===== config.mk =====
export PLATFORM = sky130hd
export DESIGN_NAME = round_robin_task_scheduler
export DESIGN_NICKNAME = d
export VERILOG_FILES = /design/src/rrts_pkg.sv /design/src/rrts_ram.sv /design/src/round_robin_task_scheduler.sv
export SDC_FILE = /design/constraint.sdc
export NUM_CORES = 1
export LEC_CHECK = 0
export ABC_AREA = 1
export BUFFER_PORTS_ARGS = -buffer_cell sky130_fd_sc_hd__buf_2
export CELL_PAD_IN_SITES_DETAIL_PLACEMENT = 0
export CELL_PAD_IN_SITES_GLOBAL_PLACEMENT = 1
export CORE_MARGIN = 2
export CORE_UTILIZATION = 40
export CTS_CLUSTER_SIZE = 8
export DETAILED_ROUTE_END_ITERATION = 16
export PLACE_DENSITY = 0.64
export SETUP_SLACK_MARGIN = 0.3
export SYNTH_ARGS = -nofsm -noshare
export SYNTH_HDL_FRONTEND = slang
export SYNTH_SLANG_ARGS = --single-unit
export TNS_END_PERCENT = 100

===== constraint.sdc =====
create_clock -name clk -period 4.7 [get_ports clk]
set_input_delay 0.47 -clock clk [delete_from_list [all_inputs] [get_ports clk]]
set_output_delay 0.47 -clock clk [all_outputs]
set_load 0.02 [all_outputs]

===== src/rrts_pkg.sv =====
// ----------------------------------------------------------------------------
// rrts_pkg
// Shared types, codes and sizes for the round-robin task scheduler.
// ----------------------------------------------------------------------------
package rrts_pkg;

  localparam int MAX_TASKS = 8;
  localparam int IDX_W     = (MAX_TASKS > 1) ? $clog2(MAX_TASKS) : 1;
  localparam int CNT_W     = $clog2(MAX_TASKS + 1);
  localparam int DLY_W     = 32;

  typedef logic [IDX_W-1:0] idx_t;
  typedef logic [CNT_W-1:0] cnt_t;

  typedef enum logic [2:0] {
    ACT_INIT   = 3'd0,
    ACT_CREATE = 3'd1,
    ACT_START  = 3'd2,
    ACT_TICK   = 3'd3,
    ACT_DELAY  = 3'd4,
    ACT_EXIT   = 3'd5,
    ACT_SWITCH = 3'd6,
    ACT_BAD    = 3'd7
  } act_t;

  typedef enum logic [2:0] {
    ST_OK        = 3'd0,
    ST_ISR       = 3'd1,
    ST_BAD_STATE = 3'd2,
    ST_BAD_ARG   = 3'd3,
    ST_NO_SLOTS  = 3'd4,
    ST_IRQ_OFF   = 3'd5
  } stat_t;

  typedef enum logic [1:0] {
    TS_TERMINATED = 2'd0,
    TS_READY      = 2'd1,
    TS_RUNNING    = 2'd2,
    TS_BLOCKED    = 2'd3
  } ts_t;

  typedef enum logic [1:0] {
    PH_UNINIT  = 2'd0,
    PH_INIT    = 2'd1,
    PH_RUNNING = 2'd2
  } phase_t;

  typedef enum logic [3:0] {
    S_IDLE,
    S_DECODE,
    S_INIT,
    S_TICK_RD,
    S_TICK_WR,
    S_SCHED,
    S_SEARCH,
    S_FIX,
    S_DONE
  } state_t;

  // task index on a 3-bit result field
  function automatic logic [2:0] idx3(input idx_t v);
    logic [IDX_W+2:0] w;
    w = {3'b000, v};
    return w[2:0];
  endfunction

endpackage


===== src/rrts_ram.sv =====
// ----------------------------------------------------------------------------
// rrts_ram
// Generic single-write, single-read RAM with registered read data.
// ----------------------------------------------------------------------------
module rrts_ram #(
  parameter int WIDTH = 32,
  parameter int DEPTH = 8
) (
  input  logic                                   clk,
  input  logic                                   we,
  input  logic [((DEPTH > 1) ? $clog2(DEPTH) : 1)-1:0] waddr,
  input  logic [WIDTH-1:0]                       wdata,
  input  logic [((DEPTH > 1) ? $clog2(DEPTH) : 1)-1:0] raddr,
  output logic [WIDTH-1:0]                       rdata
);

  logic [WIDTH-1:0] mem [DEPTH];

  always_ff @(posedge clk) begin
    if (we) begin
      mem[waddr] <= wdata;
    end
    rdata <= mem[raddr];
  end

endmodule


===== src/round_robin_task_scheduler.sv =====
// Init walks the whole task table; tick sweeps the live entries, then searches;
// a delay that blocks and an exit also search; the other actions end after decode.
// One word in process at a time; the next word is taken once its result is registered.
// A result waiting on out_ready holds back only the next result, not the input.
// The delay countdown sweep (a read state, then a write state, per entry) and
// the round-robin search (one entry a cycle) walk the task table through a single index/compare unit.
// Reset (rst, synchronous) clears phase, counters and task states; countdowns are written before use.
// ----------------------------------------------------------------------------
// round_robin_task_scheduler
// Task-table scheduler: init, create, start, tick, delay, exit, switch done.
// ----------------------------------------------------------------------------
module round_robin_task_scheduler (
  input  logic        clk,
  input  logic        rst,
  input  logic        in_valid,
  output logic        in_ready,
  input  logic [2:0]  action,
  input  logic [31:0] delay_ticks,
  input  logic        entry_present,
  input  logic        in_interrupt,
  input  logic        interrupts_off,
  output logic        out_valid,
  input  logic        out_ready,
  output logic [2:0]  status,
  output logic [2:0]  new_task_index,
  output logic [2:0]  chosen_task,
  output logic        switch_request,
  output logic [31:0] tick_total,
  output logic [1:0]  run_phase
);

  rrts_pkg::state_t state, state_next;
  rrts_pkg::phase_t phase, phase_next;
  rrts_pkg::cnt_t   task_total, task_total_next;
  rrts_pkg::idx_t   current_task, current_task_next;
  rrts_pkg::idx_t   next_task, next_task_next;
  rrts_pkg::ts_t [rrts_pkg::MAX_TASKS-1:0] task_status, task_status_next;
  logic [rrts_pkg::MAX_TASKS-1:0] waiting, waiting_next;
  logic [31:0]      tick_counter, tick_counter_next;
  rrts_pkg::idx_t   idx, idx_next;
  rrts_pkg::cnt_t   cnt, cnt_next;
  rrts_pkg::idx_t   pick, pick_next;
  logic             out_valid_next;
  rrts_pkg::stat_t  st, st_next;
  rrts_pkg::idx_t   new_idx, new_idx_next;
  logic             sw, sw_next;

  rrts_pkg::act_t   act;
  logic [31:0]      ticks;
  logic             entry, isr, irq_off;

  logic             ram_we;
  rrts_pkg::idx_t   ram_waddr;
  logic [31:0]      ram_wdata;
  logic [31:0]      ram_rdata;

  rrts_pkg::ts_t    rd_st;
  logic             rd_wait;
  rrts_pkg::idx_t   idx_wrap;
  rrts_pkg::idx_t   cur_wrap;
  logic             accept;
  logic             load_out;

  assign in_ready = (state == rrts_pkg::S_IDLE);
  assign accept   = in_valid && in_ready;
  assign load_out = (state == rrts_pkg::S_DONE) && (!out_valid || out_ready);
  assign rd_st    = task_status[idx];
  assign rd_wait  = waiting[idx];

  // round-robin successor within the live part of the table
  assign idx_wrap = (rrts_pkg::CNT_W'(idx) + 1'b1 >= task_total) ?
                    '0 : idx + 1'b1;
  assign cur_wrap = (rrts_pkg::CNT_W'(current_task) + 1'b1 >= task_total) ?
                    '0 : current_task + 1'b1;

  rrts_ram #(
    .WIDTH(rrts_pkg::DLY_W),
    .DEPTH(rrts_pkg::MAX_TASKS)
  ) u_delay_ram (
    .clk  (clk),
    .we   (ram_we),
    .waddr(ram_waddr),
    .wdata(ram_wdata),
    .raddr(idx),
    .rdata(ram_rdata)
  );

  always_ff @(posedge clk) begin
    if (accept) begin
      act     <= rrts_pkg::act_t'(action);
      ticks   <= delay_ticks;
      entry   <= entry_present;
      isr     <= in_interrupt;
      irq_off <= interrupts_off;
    end
    if (load_out) begin
      status         <= st;
      new_task_index <= rrts_pkg::idx3(new_idx);
      chosen_task    <= rrts_pkg::idx3(next_task);
      switch_request <= sw;
      tick_total     <= tick_counter;
      run_phase      <= phase;
    end
    idx     <= idx_next;
    cnt     <= cnt_next;
    pick    <= pick_next;
    st      <= st_next;
    new_idx <= new_idx_next;
    sw      <= sw_next;
  end

  always_ff @(posedge clk) begin
    if (rst) begin
      state        <= rrts_pkg::S_IDLE;
      phase        <= rrts_pkg::PH_UNINIT;
      task_total   <= '0;
      current_task <= '0;
      next_task    <= '0;
      waiting      <= '0;
      tick_counter <= '0;
      out_valid    <= 1'b0;
      for (int k = 0; k < rrts_pkg::MAX_TASKS; k++) begin
        task_status[k] <= rrts_pkg::TS_TERMINATED;
      end
    end else begin
      state        <= state_next;
      phase        <= phase_next;
      task_total   <= task_total_next;
      current_task <= current_task_next;
      next_task    <= next_task_next;
      waiting      <= waiting_next;
      tick_counter <= tick_counter_next;
      out_valid    <= out_valid_next;
      task_status  <= task_status_next;
    end
  end

  always_comb begin
    state_next        = state;
    phase_next        = phase;
    task_total_next   = task_total;
    current_task_next = current_task;
    next_task_next    = next_task;
    task_status_next  = task_status;
    waiting_next      = waiting;
    tick_counter_next = tick_counter;
    idx_next          = idx;
    cnt_next          = cnt;
    pick_next         = pick;
    st_next           = st;
    new_idx_next      = new_idx;
    sw_next           = sw;
    out_valid_next    = out_valid && !out_ready;
    ram_we            = 1'b0;
    ram_waddr         = current_task;
    ram_wdata         = ticks;

    unique case (state)
      rrts_pkg::S_IDLE: begin
        if (accept) begin
          st_next      = rrts_pkg::ST_OK;
          new_idx_next = '0;
          sw_next      = 1'b0;
          state_next   = rrts_pkg::S_DECODE;
        end
      end

      rrts_pkg::S_DECODE: begin
        state_next = rrts_pkg::S_DONE;
        unique case (act)
          rrts_pkg::ACT_INIT: begin
            if (isr) begin
              st_next = rrts_pkg::ST_ISR;
            end else if (phase != rrts_pkg::PH_UNINIT) begin
              st_next = rrts_pkg::ST_BAD_STATE;
            end else begin
              idx_next   = '0;
              state_next = rrts_pkg::S_INIT;
            end
          end
          rrts_pkg::ACT_CREATE: begin
            if (isr) begin
              st_next = rrts_pkg::ST_ISR;
            end else if (phase != rrts_pkg::PH_INIT) begin
              st_next = rrts_pkg::ST_BAD_STATE;
            end else if (!entry) begin
              st_next = rrts_pkg::ST_BAD_ARG;
            end else if (task_total >= rrts_pkg::CNT_W'(rrts_pkg::MAX_TASKS)) begin
              st_next = rrts_pkg::ST_NO_SLOTS;
            end else begin
              new_idx_next = rrts_pkg::IDX_W'(task_total);
              task_status_next[rrts_pkg::IDX_W'(task_total)] = rrts_pkg::TS_READY;
              waiting_next[rrts_pkg::IDX_W'(task_total)]     = 1'b0;
              task_total_next = task_total + 1'b1;
            end
          end
          rrts_pkg::ACT_START: begin
            if (isr) begin
              st_next = rrts_pkg::ST_ISR;
            end else if (phase != rrts_pkg::PH_INIT) begin
              st_next = rrts_pkg::ST_BAD_STATE;
            end else begin
              phase_next = rrts_pkg::PH_RUNNING;
            end
          end
          rrts_pkg::ACT_TICK: begin
            if (phase == rrts_pkg::PH_RUNNING) begin
              tick_counter_next = tick_counter + 32'd1;
              idx_next          = '0;
              state_next        = (task_total == '0) ? rrts_pkg::S_SCHED :
                                                       rrts_pkg::S_TICK_RD;
            end
          end
          rrts_pkg::ACT_DELAY: begin
            if (ticks == 32'd0) begin
              st_next = rrts_pkg::ST_OK;
            end else if (phase != rrts_pkg::PH_RUNNING) begin
              st_next = rrts_pkg::ST_BAD_STATE;
            end else if (isr) begin
              st_next = rrts_pkg::ST_ISR;
            end else if (irq_off) begin
              st_next = rrts_pkg::ST_IRQ_OFF;
            end else begin
              ram_we = 1'b1;
              task_status_next[current_task] = rrts_pkg::TS_BLOCKED;
              waiting_next[current_task]     = 1'b1;
              sw_next    = 1'b1;
              state_next = rrts_pkg::S_SCHED;
            end
          end
          rrts_pkg::ACT_EXIT: begin
            task_status_next[current_task] = rrts_pkg::TS_TERMINATED;
            waiting_next[current_task]     = 1'b0;
            sw_next    = 1'b1;
            state_next = rrts_pkg::S_SCHED;
          end
          rrts_pkg::ACT_SWITCH: begin
            current_task_next = next_task;
          end
          default: begin
            st_next = rrts_pkg::ST_BAD_ARG;
          end
        endcase
      end

      rrts_pkg::S_INIT: begin
        task_status_next[idx] = (idx == '0) ? rrts_pkg::TS_RUNNING :
                                              rrts_pkg::TS_TERMINATED;
        waiting_next[idx] = 1'b0;
        if (idx == rrts_pkg::IDX_W'(rrts_pkg::MAX_TASKS - 1)) begin
          current_task_next = '0;
          next_task_next    = '0;
          task_total_next   = rrts_pkg::CNT_W'(1);
          phase_next        = rrts_pkg::PH_INIT;
          state_next        = rrts_pkg::S_DONE;
        end else begin
          idx_next = idx + 1'b1;
        end
      end

      rrts_pkg::S_TICK_RD: begin
        state_next = rrts_pkg::S_TICK_WR;
      end

      rrts_pkg::S_TICK_WR: begin
        if (rd_st == rrts_pkg::TS_BLOCKED && rd_wait && ram_rdata != 32'd0) begin
          ram_we    = 1'b1;
          ram_waddr = idx;
          ram_wdata = ram_rdata - 32'd1;
          if (ram_rdata == 32'd1) begin
            waiting_next[idx]     = 1'b0;
            task_status_next[idx] = rrts_pkg::TS_READY;
          end
        end
        if (rrts_pkg::CNT_W'(idx) + 1'b1 >= task_total) begin
          state_next = rrts_pkg::S_SCHED;
        end else begin
          idx_next   = idx + 1'b1;
          state_next = rrts_pkg::S_TICK_RD;
        end
      end

      rrts_pkg::S_SCHED: begin
        if (task_total == '0) begin
          if (act == rrts_pkg::ACT_TICK) begin
            sw_next = (next_task != current_task);
          end
          state_next = rrts_pkg::S_DONE;
        end else begin
          idx_next   = cur_wrap;
          cnt_next   = '0;
          state_next = rrts_pkg::S_SEARCH;
        end
      end

      rrts_pkg::S_SEARCH: begin
        if (idx != '0 && (rd_st == rrts_pkg::TS_READY || rd_st == rrts_pkg::TS_RUNNING)) begin
          pick_next  = idx;
          idx_next   = current_task;
          state_next = rrts_pkg::S_FIX;
        end else if (cnt + 1'b1 >= task_total) begin
          pick_next  = '0;
          idx_next   = current_task;
          state_next = rrts_pkg::S_FIX;
        end else begin
          cnt_next = cnt + 1'b1;
          idx_next = idx_wrap;
        end
      end

      rrts_pkg::S_FIX: begin
        if (pick != current_task && rd_st == rrts_pkg::TS_RUNNING) begin
          task_status_next[current_task] = rrts_pkg::TS_READY;
        end
        task_status_next[pick] = rrts_pkg::TS_RUNNING;
        next_task_next = pick;
        if (act == rrts_pkg::ACT_TICK) begin
          sw_next = (pick != current_task);
        end
        state_next = rrts_pkg::S_DONE;
      end

      rrts_pkg::S_DONE: begin
        if (load_out) begin
          out_valid_next = 1'b1;
          state_next     = rrts_pkg::S_IDLE;
        end
      end

      default: begin
        state_next = rrts_pkg::S_IDLE;
      end
    endcase
  end

  a_total_bound: assert property (@(posedge clk) disable iff (rst)
    task_total <= rrts_pkg::CNT_W'(rrts_pkg::MAX_TASKS))
    else $error("task_total beyond table size");

  a_cur_live: assert property (@(posedge clk) disable iff (rst)
    task_total != '0 |-> (rrts_pkg::CNT_W'(current_task) < task_total) &&
                         (rrts_pkg::CNT_W'(next_task) < task_total))
    else $error("current or next task outside live table");

  a_empty_zero: assert property (@(posedge clk) disable iff (rst)
    task_total == '0 |-> current_task == '0 && next_task == '0)
    else $error("task index set with empty table");

  a_accept_busy: assert property (@(posedge clk) disable iff (rst)
    accept |=> state == rrts_pkg::S_DECODE)
    else $error("accepted word not in process");

  a_done_valid: assert property (@(posedge clk) disable iff (rst)
    state == rrts_pkg::S_DONE |=> out_valid)
    else $error("finished word not presented");

endmodule

==> metrics.txt, run 1 <==
Power Density=about 450 nW/um^2; largest net degree at the start of global routing=39; clk sinks=460; Syn-to-layout area delta=16.0%; Syn. warnings=0; commonest non-fill, non-tap cell in the layout=nand2_1; layout cells sized above 1=~12%; Reg2Reg Setup Slack=approximately 0.9 ns; initial DRC count=about 1200; Clock Latency Late Sink=0.61 ns; EDFF count, synth=355; sequential area share after synthesis=62.5%; Ports=88; Resized Gates After CTS=0; vias per std cell=5.34; total nets after synthesis=2073; final std cells w/o fill=approximately 2800; maximum VDD drop=approximately 0.30 mV; setup TNS=0 ns; Core Region=50300 um^2; Clk Tree Root Cell=clkbuf_16; first-pass GRT wire length=91900 um; CTS tree=built; placed cells=approximately 2700; status=completed; Total Routed Length=~60000 um; Final Cycle Share=81.4%; clock period minus worst slack=3.82 ns; hold path startpoint=delay_ticks[19]; Fin. Hold Viols=0; initial antenna violation count=0; met2 WL=~28000 um; DRC Markers=0; Initial Utilization=about 41%; Synth area leader=edfxtp_1; worst r2r path cells=15; post-synth cell types=54; Critical Path AT=4.10 ns; total gr overflow=0; Critical Path RT=4.98 ns; Detailed Routing Iterations Pass 1=6; Final Max Tran Viols=0; unrepaired setup endpoints after global routing=false; die extent in x=roughly 230 um; Num CTS Buffers=67; setup violators final=0; Clock H-tree levels=3; Clock transition at path regs=~0.050 ns; RR Startpoint=idx[0]; CP Max Fanout=22; top-area cell type share of the netlist area=52.2%; Peak Freq=roughly 260 MHz; type of origin of the critical path=register; Die Height=around 230 um; CTS Buffer Depth=3; hpwl dp=~38000 um; Rel. slew slack=a little over a third; leakage power figure=roughly 8.8 nW; Post-Syn Area per Cell=between 10 and 15 um^2; commonest cells after routing, fill and taps aside=423 x nand2_1, 355 x edfxtp_1, 192 x nor2_1, 171 x inv_1, 139 x nand3_1; share of flip-flops with an asynchronous set or reset=0%; CP startpoint=idx[0]; WHS Endpoint=ticks[19]; hold_buf cts=0; final hold slack=0.0429 ns; total of max-cap violations=0; Synth Cell Area=between 20000 and 25000 um^2; number of post-CTS setup repair buffers=0; port bufs=87; worst-margin pin slew=a little under 1 ns; Routed wire per std cell=21.2 um; number of synthesized register bits=460; # nets final=2186; worst hold path class=in2reg; Row Count=82; diodes inserted=0; crit end category=register; hold path cells=1; DR top layer=met4; RR Endpoint=u_delay_ram.mem[2][0]; number of global-route vias before repair=roughly 15000; DRT antenna net count=0; top cells by area, synth=edfxtp_1 52%, dfxtp_1 10%, nand2_1 7.8%; die area=52900 um^2; WL met1=27200 um; Gate Count Post-Synth=2006; Crit Path Category=reg2reg; Via Count=15200; GRT Overall Usage=roughly 23%; met3 routed WL=around 3600 um; Placer Congestion=roughly 0.90; dominant synthesized flop cell=edfxtp_1; skew final=0.0317 ns
per-layer routing:
| layer | vias up | GRT usage [%] |
|---|---|---|
| met5 | - | 0 |
| met4 | 0 | 8.35 |
| met3 | 110 | 3.98 |
| met2 | 541 | 36.7 |
| met1 | 7273 | 31.7 |
| li1 | 7249 | - |
critical path, cell delays in order, from the launching register on:
cell,delay (ns)
edfxtp_1,0.65
nand3_1,0.39
o22ai_1,0.30
inv_1,0.07
nand4_1,0.12
ha_1,0.16
a21boi_1,0.18
nand2_2,0.09
nor2_4,0.14
nand3_4,0.17
inv_2,0.10
nand2_1,0.07
nand2_1,0.07
nand2_1,0.22
nor2_4,0.48
buf_12,0.28
flip-flops by register name (all words and copies together) (netlist names), 3 cells and up:
| register | flops |
|---|---|
| u_delay_ram.mem | 256 |
| tick_counter | 32 |
| tick_total | 32 |
| ticks | 32 |
| u_delay_ram.rdata | 32 |
| task_status | 16 |
| waiting | 8 |
| cnt | 4 |
| state | 4 |
| task_total | 4 |
| act | 3 |
| chosen_task | 3 |
| current_task | 3 |
| idx | 3 |
| new_idx | 3 |
| new_task_index | 3 |
| next_task | 3 |
| pick | 3 |
| st | 3 |
| status | 3 |
how the worst max path moves through the flow:
stage | endpoint | slack, ns | cells after the start
final | u_delay_ram.mem[2][0] | 0.88 | 15
after global routing | u_delay_ram.mem[2][1] | 0.54 | 16
after CTS | u_delay_ram.mem[2][0] | 0.86 | 15
after detailed placement | u_delay_ram.mem[2][3] | 0.90 | 15
after global placement | u_delay_ram.mem[2][5] | 1.00 | 15
after floorplan | u_delay_ram.mem[7][0] | 0.34 | 16
power by group:
group	switching, mW	total [mW]	internal, mW
Clock	1.80	4.50	2.70
Combinational	0.854	1.23	0.377
Sequential	0.188	4.84	4.65
synth_stat cells (4+ instances only):
master and number:
o22ai_1 8, nand2_1 423, inv_2 16, o211ai_1 10, nand3b_1 5, edfxtp_1 355
nand4_1 55, nand2_2 8, a21oi_1 82, ha_1 25, a221oi_1 31, a211oi_1 4
o21bai_1 6, buf_2 22, xor2_1 20, nand3_2 5, nand3_1 139, nor2_1 203
o21ai_1 23, buf_1 8, a22o_1 19, dfxtp_1 105, nor2_2 20, nor4_1 6
nor3_1 43, o21ai_0 61, inv_1 172, clkbuf_1 33, xnor2_1 16, a22oi_1 38
logic make-up (layout without fill, tap and decap cells):
logic type | count (synthesis) | count (layout) | synth area share [%]
AND/OR/NAND/NOR | 926 | 926 | 20.0
flip-flops | 460 | 460 | 62.5
AO/OA/AOI/OAI | 300 | 300 | 9.32
buffers and inverters | 259 | 422 | 5.10
XOR/XNOR | 36 | 36 | 1.54
adder cells (fa/ha/maj) | 25 | 25 | 1.53
stage by stage:
| step | area (um^2) | util (%) | worst slack (ns) | total power [mW] |
|---|---|---|---|---|
| after CTS | 23700 | 47.1 | 0.862 | 10.7 |
| after global routing | 23700 | 47.1 | 0.544 | 11.0 |
| final | 23700 | 47.1 | 0.876 | 10.6 |
| after detailed placement | 21700 | 43.2 | 0.896 | 6.13 |
| after floorplan | 20400 | - | 0.339 | 5.70 |
| after global placement | 21700 | 43.2 | 1.00 | 6.13 |
area by class of cell:
type,instances,area (um^2)
multi-input cells,1287,6730
clock buffers,112,1860
fillers,4819,26600
well taps,672,841
inverters,190,713
repair buffers,113,693
flip-flops and latches,460,12800
clock inverters,7,105
Note: power is estimated with default switching activity, not from simulation.
==> inputs of run 2 (changes only) <==
--- a/config.mk
+++ b/config.mk
@@ -13,7 +13,7 @@
 export CORE_UTILIZATION = 40
 export CTS_CLUSTER_SIZE = 8
 export DETAILED_ROUTE_END_ITERATION = 16
-export PLACE_DENSITY = 0.64
+export PLACE_DENSITY = 0.67
 export SETUP_SLACK_MARGIN = 0.3
 export SYNTH_ARGS = -nofsm -noshare
 export SYNTH_HDL_FRONTEND = slang
==> constraint.sdc (replaced) <==
create_clock -name clk -period 3.4 [get_ports clk]
set_input_delay 0.34 -clock clk [delete_from_list [all_inputs] [get_ports clk]]
set_output_delay 0.34 -clock clk [all_outputs]
set_load 0.02 [all_outputs]
==> metrics.txt, run 2 (same netlist as run 1, synthesis figures left out) <==
total of max-cap violations=0 (unchanged); Clock H-tree levels=3 (unchanged); Fin. Hold Viols=0 (unchanged); Rel. slew slack=37.5% (+2.3 points); die area=52900 um^2 (unchanged); largest reg by FF count=u_delay_ram.mem; Crit Path Category=reg2reg; clock period minus worst slack=3.29 ns (-0.538 ns); hpwl dp=40500 um (+5.7%); GRT Overall Usage=23.3% (+0.27 points); number of global-route vias before repair=15600 (+4.4%); leakage power figure=9.62 nW (+9.2%); DRT antenna net count=0 (unchanged); Clock transition at path regs=0.05 ns (about the same); Clock Latency Late Sink=0.60 ns (about the same); Placer Congestion=0.920 (+2.6%); worst-margin pin slew=0.937 ns (-0.0328 ns); Critical Path RT=3.69 ns (-1.29 ns); first-pass GRT wire length=93200 um (+1.4%); max reg flops=256 (unchanged); CTS Buffer Depth=3 (unchanged); worst hold path class=in2reg; Post-Route Utilization=50.8% (+3.7 points); CP peak stage delay=0.57 ns (-0.08 ns); CP Max Fanout=7 (-68%); final hold slack=0.0948 ns (+0.0519 ns); Final Max Tran Viols=0 (unchanged); CP max stage cell=edfxtp_1; hold path cells=4 (+3); Power Density=576 nW/um^2 (+29%); commonest cells after routing, fill and taps aside=412 x nand2_1, 355 x edfxtp_1, 190 x nor2_1, 169 x inv_1, 138 x nand3_1; final std cells w/o fill=2972 (+4.6%); Routed wire per std cell=21.6 um (+1.7%); Critical Path AT=3.58 ns (-0.52 ns); crit path cell chain=nand2_2 -> nor2_4 -> inv_2 -> o22ai_2 -> a21oi_2 -> nand4_1 -> ha_2 -> a21boi_4 -> nand2_2 -> nor2_4 -> nand3_4 -> buf_6 -> o21ai_4 -> nand2_4 -> buf_6 -> nor2_4 -> buf_6 -> buf_12; CTS tree=built; Final Cycle Share=96.6% (+15 points); Clk Tree Root Cell=clkbuf_16; Total Routed Length=64200 um (+6.4%); Peak Freq=304 MHz (+16%); placed cells=2761 (+1.4%); diodes inserted=0 (unchanged); maximum VDD drop=0.395 mV (+30%); port bufs=87 (unchanged); clk sinks=460 (unchanged); Core Region=50300 um^2 (unchanged); DRC Markers=0 (unchanged); largest net degree at the start of global routing=39 (unchanged); initial DRC count=1498 (+23%); Initial Utilization=40.6% (unchanged); commonest non-fill, non-tap cell in the layout=nand2_1; setup violators final=0 (unchanged); Die Height=230 um (unchanged); status=completed; total gr overflow=0 (unchanged); Via Count=16000 (+5.4%); crit end category=register; Num CTS Buffers=67 (unchanged); vias per std cell=5.38 (+0.73%); Detailed Routing Iterations Pass 1=5 (-1); unrepaired setup endpoints after global routing=true; Row Count=82 (unchanged); # nets final=2317 (+6.0%); die extent in x=230 um (unchanged); worst r2r path cells=18 (+3); type of origin of the critical path=register; Ports=88 (unchanged); initial antenna violation count=0 (unchanged); skew final=0.0291 ns (-0.00259 ns); layout cells sized above 1=17.2% (+4.8 points); setup TNS=0 ns (unchanged); Syn-to-layout area delta=25.0%
[run 2: cell count changes in the layout (fill, tap and decap cells not counted), sizes merged]
cell / previous run / this run
inv: 194 / 189
clkbuf: 112 / 126
nand3: 145 / 146
clkinv: 3 / 5
buf: 113 / 194
dlygate4sd3: 0 / 38
[run 2: per-layer routing]
metal,track usage [%],share of wire (%),up-vias
met3,3.71,5.1,104
met1,31.3,44,7790
met5,0,0,-
li1,-,-,7535
met4,7.04,2.6,0
met2,38.8,48,560
[run 2: report_power, final]
group          switching [mW]  internal [mW]  leakage (nW)
Sequential              0.249           6.42          4.07
Clock                    2.41           3.76         0.929
Combinational            1.25          0.624          4.61
Total                    3.91           10.8          9.62
[run 2: critical path, delay by kind of cell, from the launching register on]
kind | cells | cell delay, ns
adders and majority gates | 1 | 0.18
and+or+nand+nor | 8 | 0.99
buffers and inverters | 5 | 0.66
AOI/OAI and AO/OA | 4 | 0.59
DFF | 1 | 0.57
[run 2: worst paths after layout]
check	start	endpoint	slack, ns
max	idx[1]	u_delay_ram.mem[2][15]	0.11
min	out_ready	out_valid	0.09
max reg2reg	idx[1]	u_delay_ram.mem[2][15]	0.11
min reg2reg	new_idx[2]	new_task_index[2]	0.42
[run 2: area by class of cell]
cell class | count | area (um^2)
clock buffers | 115 | 1890
clock inverters | 4 | 71.3
fillers | 4500 | 24700
inverters | 190 | 721
multi-input cells | 1288 | 6970
flip-flops and latches | 460 | 12800
well taps | 672 | 841
repair buffers | 243 | 2280
[run 2: repair_timing]
action	CTS	global route
hold endpoints to repair	38	0
hold buffers	38	0
endpoints found under the setup margin	314	380
resized for setup	21	48
setup buffers	16	19
cloned	4	15
pin swaps	11	20
[run 2: stage by stage]
step | setup slack [ns] | power (mW) | instance area, um^2
final | 0.114 | 14.7 | 25500
after global routing | -0.0584 | 15.3 | 25500
after CTS | 0.230 | 14.8 | 24800
after detailed placement | 0.0715 | 8.53 | 22200
after global placement | 0.108 | 8.52 | 22200
after floorplan | 0.103 | 7.90 | 20600
==> inputs of run 3 (changes only) <==
==> constraint.sdc (replaced) <==
create_clock -name clk -period 3.02 [get_ports clk]
set_input_delay 0.302 -clock clk [delete_from_list [all_inputs] [get_ports clk]]
set_output_delay 0.302 -clock clk [all_outputs]
set_load 0.02 [all_outputs]
==> metrics.txt, run 3 (same netlist as run 1, synthesis figures left out) <==
Core Region=50300 um^2 (unchanged); RR Startpoint=idx[1]; clk sinks=460 (unchanged); Crit Path Category=reg2reg; die area=52900 um^2 (unchanged); type of origin of the critical path=register; CTS tree=built; largest net degree at the start of global routing=45 (+15%); die extent in x=230 um (unchanged); commonest cells after routing, fill and taps aside=414 x nand2_1, 355 x edfxtp_1, 191 x nor2_1, 166 x inv_1, 137 x nand3_1; Final Max Tran Viols=0 (unchanged); vias per std cell=5.37 (-0.12%); Post-Route Utilization=50.9% (+0.15 points); Clock H-tree levels=3 (unchanged); Syn-to-layout area delta=25.4%; Clock transition at path regs=0.05 ns (about the same); first-pass GRT wire length=93600 um (+0.47%); Ports=88 (unchanged); Fin. Hold Viols=0 (unchanged); failing checks=negative setup slack; Clock Latency Late Sink=0.61 ns (about the same); CP Max Fanout=12 (+5); max reg flops=256 (unchanged); Routed wire per std cell=21.4 um (-0.89%); hold path startpoint=out_ready; Via Count=16100 (+0.82%); initial DRC count=1569 (+4.7%); Final Cycle Share=103% (+6.8 points); area of the multi-input gates=6910 um^2 (-0.93%); Detailed Routing Iterations Pass 1=8 (+3); final worst setup slack=-0.105 ns (-0.220 ns); Num CTS Buffers=67 (unchanged); commonest non-fill, non-tap cell in the layout=nand2_1; Total Routed Length=64200 um (about the same); Reg area=12800 um^2 (unchanged); GRT Overall Usage=23.7% (+0.35 points); diodes inserted=0 (unchanged); final hold slack=0.0438 ns (-0.0510 ns); skew final=0.0342 ns (+0.00511 ns); setup violators final=212 (+212); Critical Path RT=3.32 ns (-0.37 ns); FILL cells=4507 (+0.16%); total of max-cap violations=0 (unchanged); crit end category=register; Rel. slew slack=53.2% (+16 points); Row Count=82 (unchanged); worst-margin pin slew=0.701 ns (-0.236 ns); largest reg by FF count=u_delay_ram.mem; unrepaired setup endpoints after global routing=true; hpwl dp=41500 um (+2.4%); Peak Freq=320 MHz (+5.1%); CTS Buffer Depth=3 (unchanged); Clk Tree Root Cell=clkbuf_16; clock period minus worst slack=3.13 ns (-0.160 ns); total gr overflow=0 (unchanged); Power Density=653 nW/um^2 (+13%); Initial Utilization=40.6% (unchanged); CP startpoint=idx[1]; leakage power figure=9.71 nW (+0.95%); layout cells sized above 1=17.9% (+0.65 points); total power=16.7 mW (+14%); worst hold path class=in2reg; Die Height=230 um (unchanged); number of global-route vias before repair=15300 (-1.9%); DRT antenna net count=0 (unchanged); Placer Congestion=0.925 (+0.58%); initial antenna violation count=0 (unchanged); maximum VDD drop=0.408 mV (+3.4%); Critical Path AT=3.43 ns (-0.15 ns); port bufs=87 (unchanged); DRC Markers=0 (unchanged); # nets final=2344 (+1.2%); status=finished with violations
[run 3: changes by cell type in the layout (fill, tap and decap cells not counted), moves of 3 or more]
cell / previous run / this run
o21ai_2: 8 / 3
o21ai_1: 14 / 19
inv_1: 169 / 166
buf_12: 17 / 21
buf_6: 20 / 7
buf_4: 64 / 106
[run 3: worst paths after layout]
check / to / slack (ns) / cells after the start
worst max-delay path: u_delay_ram.mem[7][31] / -0.11 / 17
worst min-delay path: out_valid / 0.04 / 4
worst max register to register: u_delay_ram.mem[7][31] / -0.11 / 17
worst min register to register: new_task_index[2] / 0.42 / 0
[run 3: where the power goes]
part           internal [mW]  switching (mW)  total (mW)  leakage [nW]
sequential              7.23           0.279        7.51          4.07
clock                   4.31            2.71        7.02         0.943
combinational          0.758            1.43        2.19          4.69
[run 3: layout make-up]
type / instances / share of cell area, %
Tap cell: 672 / 3.28
Timing Repair Buffer: 271 / 9.36
Clock buffer: 116 / 7.51
Multi-Input combinational cell: 1287 / 27.0
Clock inverter: 4 / 0.210
Inverter: 190 / 2.83
Sequential cell: 460 / 49.8
[run 3: timing repair]
| item | 4_1_cts | 5_1_grt |
|---|---|---|
| gates resized for setup | 19 | 30 |
| setup buffers | 16 | 11 |
| pin swaps | 9 | 10 |
| setup endpoints to repair | 546 | 555 |
| endpoints found under the hold margin | 38 | 0 |
| hold buffers | 38 | 0 |
| cloned | 2 | 10 |
[run 3: metal layers]
metal / up-vias / share of wire, % / track usage [%]
li1: 7578 / - / -
met1: 7821 / 44 / 32.2
met4: 0 / 2.8 / 7.56
met5: - / 0 / 0
met2: 606 / 47 / 38.5
met3: 115 / 6.5 / 4.18
[run 3: metrics by stage]
| stage | worst slack [ns] | cell area, um^2 | TNS (ns) | cells |
|---|---|---|---|---|
| after floorplan | -0.277 | 20600 | -70.67 | 2006 |
| after global placement | -0.126 | 22500 | -24.13 | 2803 |
| after detailed placement | -0.227 | 22500 | -50.09 | 2803 |
| after CTS | -0.0340 | 25200 | -1.31 | 2979 |
| after global routing | -0.247 | 25600 | -52.42 | 3000 |
| final | -0.105 | 25600 | -11.58 | 3000 |
[run 3: worst max-delay path: stages (launching register included)]
cell and delay, ns:
edfxtp_1 0.49, buf_4 0.21, inv_4 0.08, nand3_4 0.09
o22ai_1 0.15, a21oi_1 0.06, nand3_1 0.12, ha_1 0.15
a21boi_2 0.17, nand2_2 0.08, nor2_4 0.11, nand3_4 0.15
buf_12 0.19, o21ai_4 0.17, nand2_2 0.12, nor2_4 0.14
buf_12 0.14, clkbuf_16 0.18
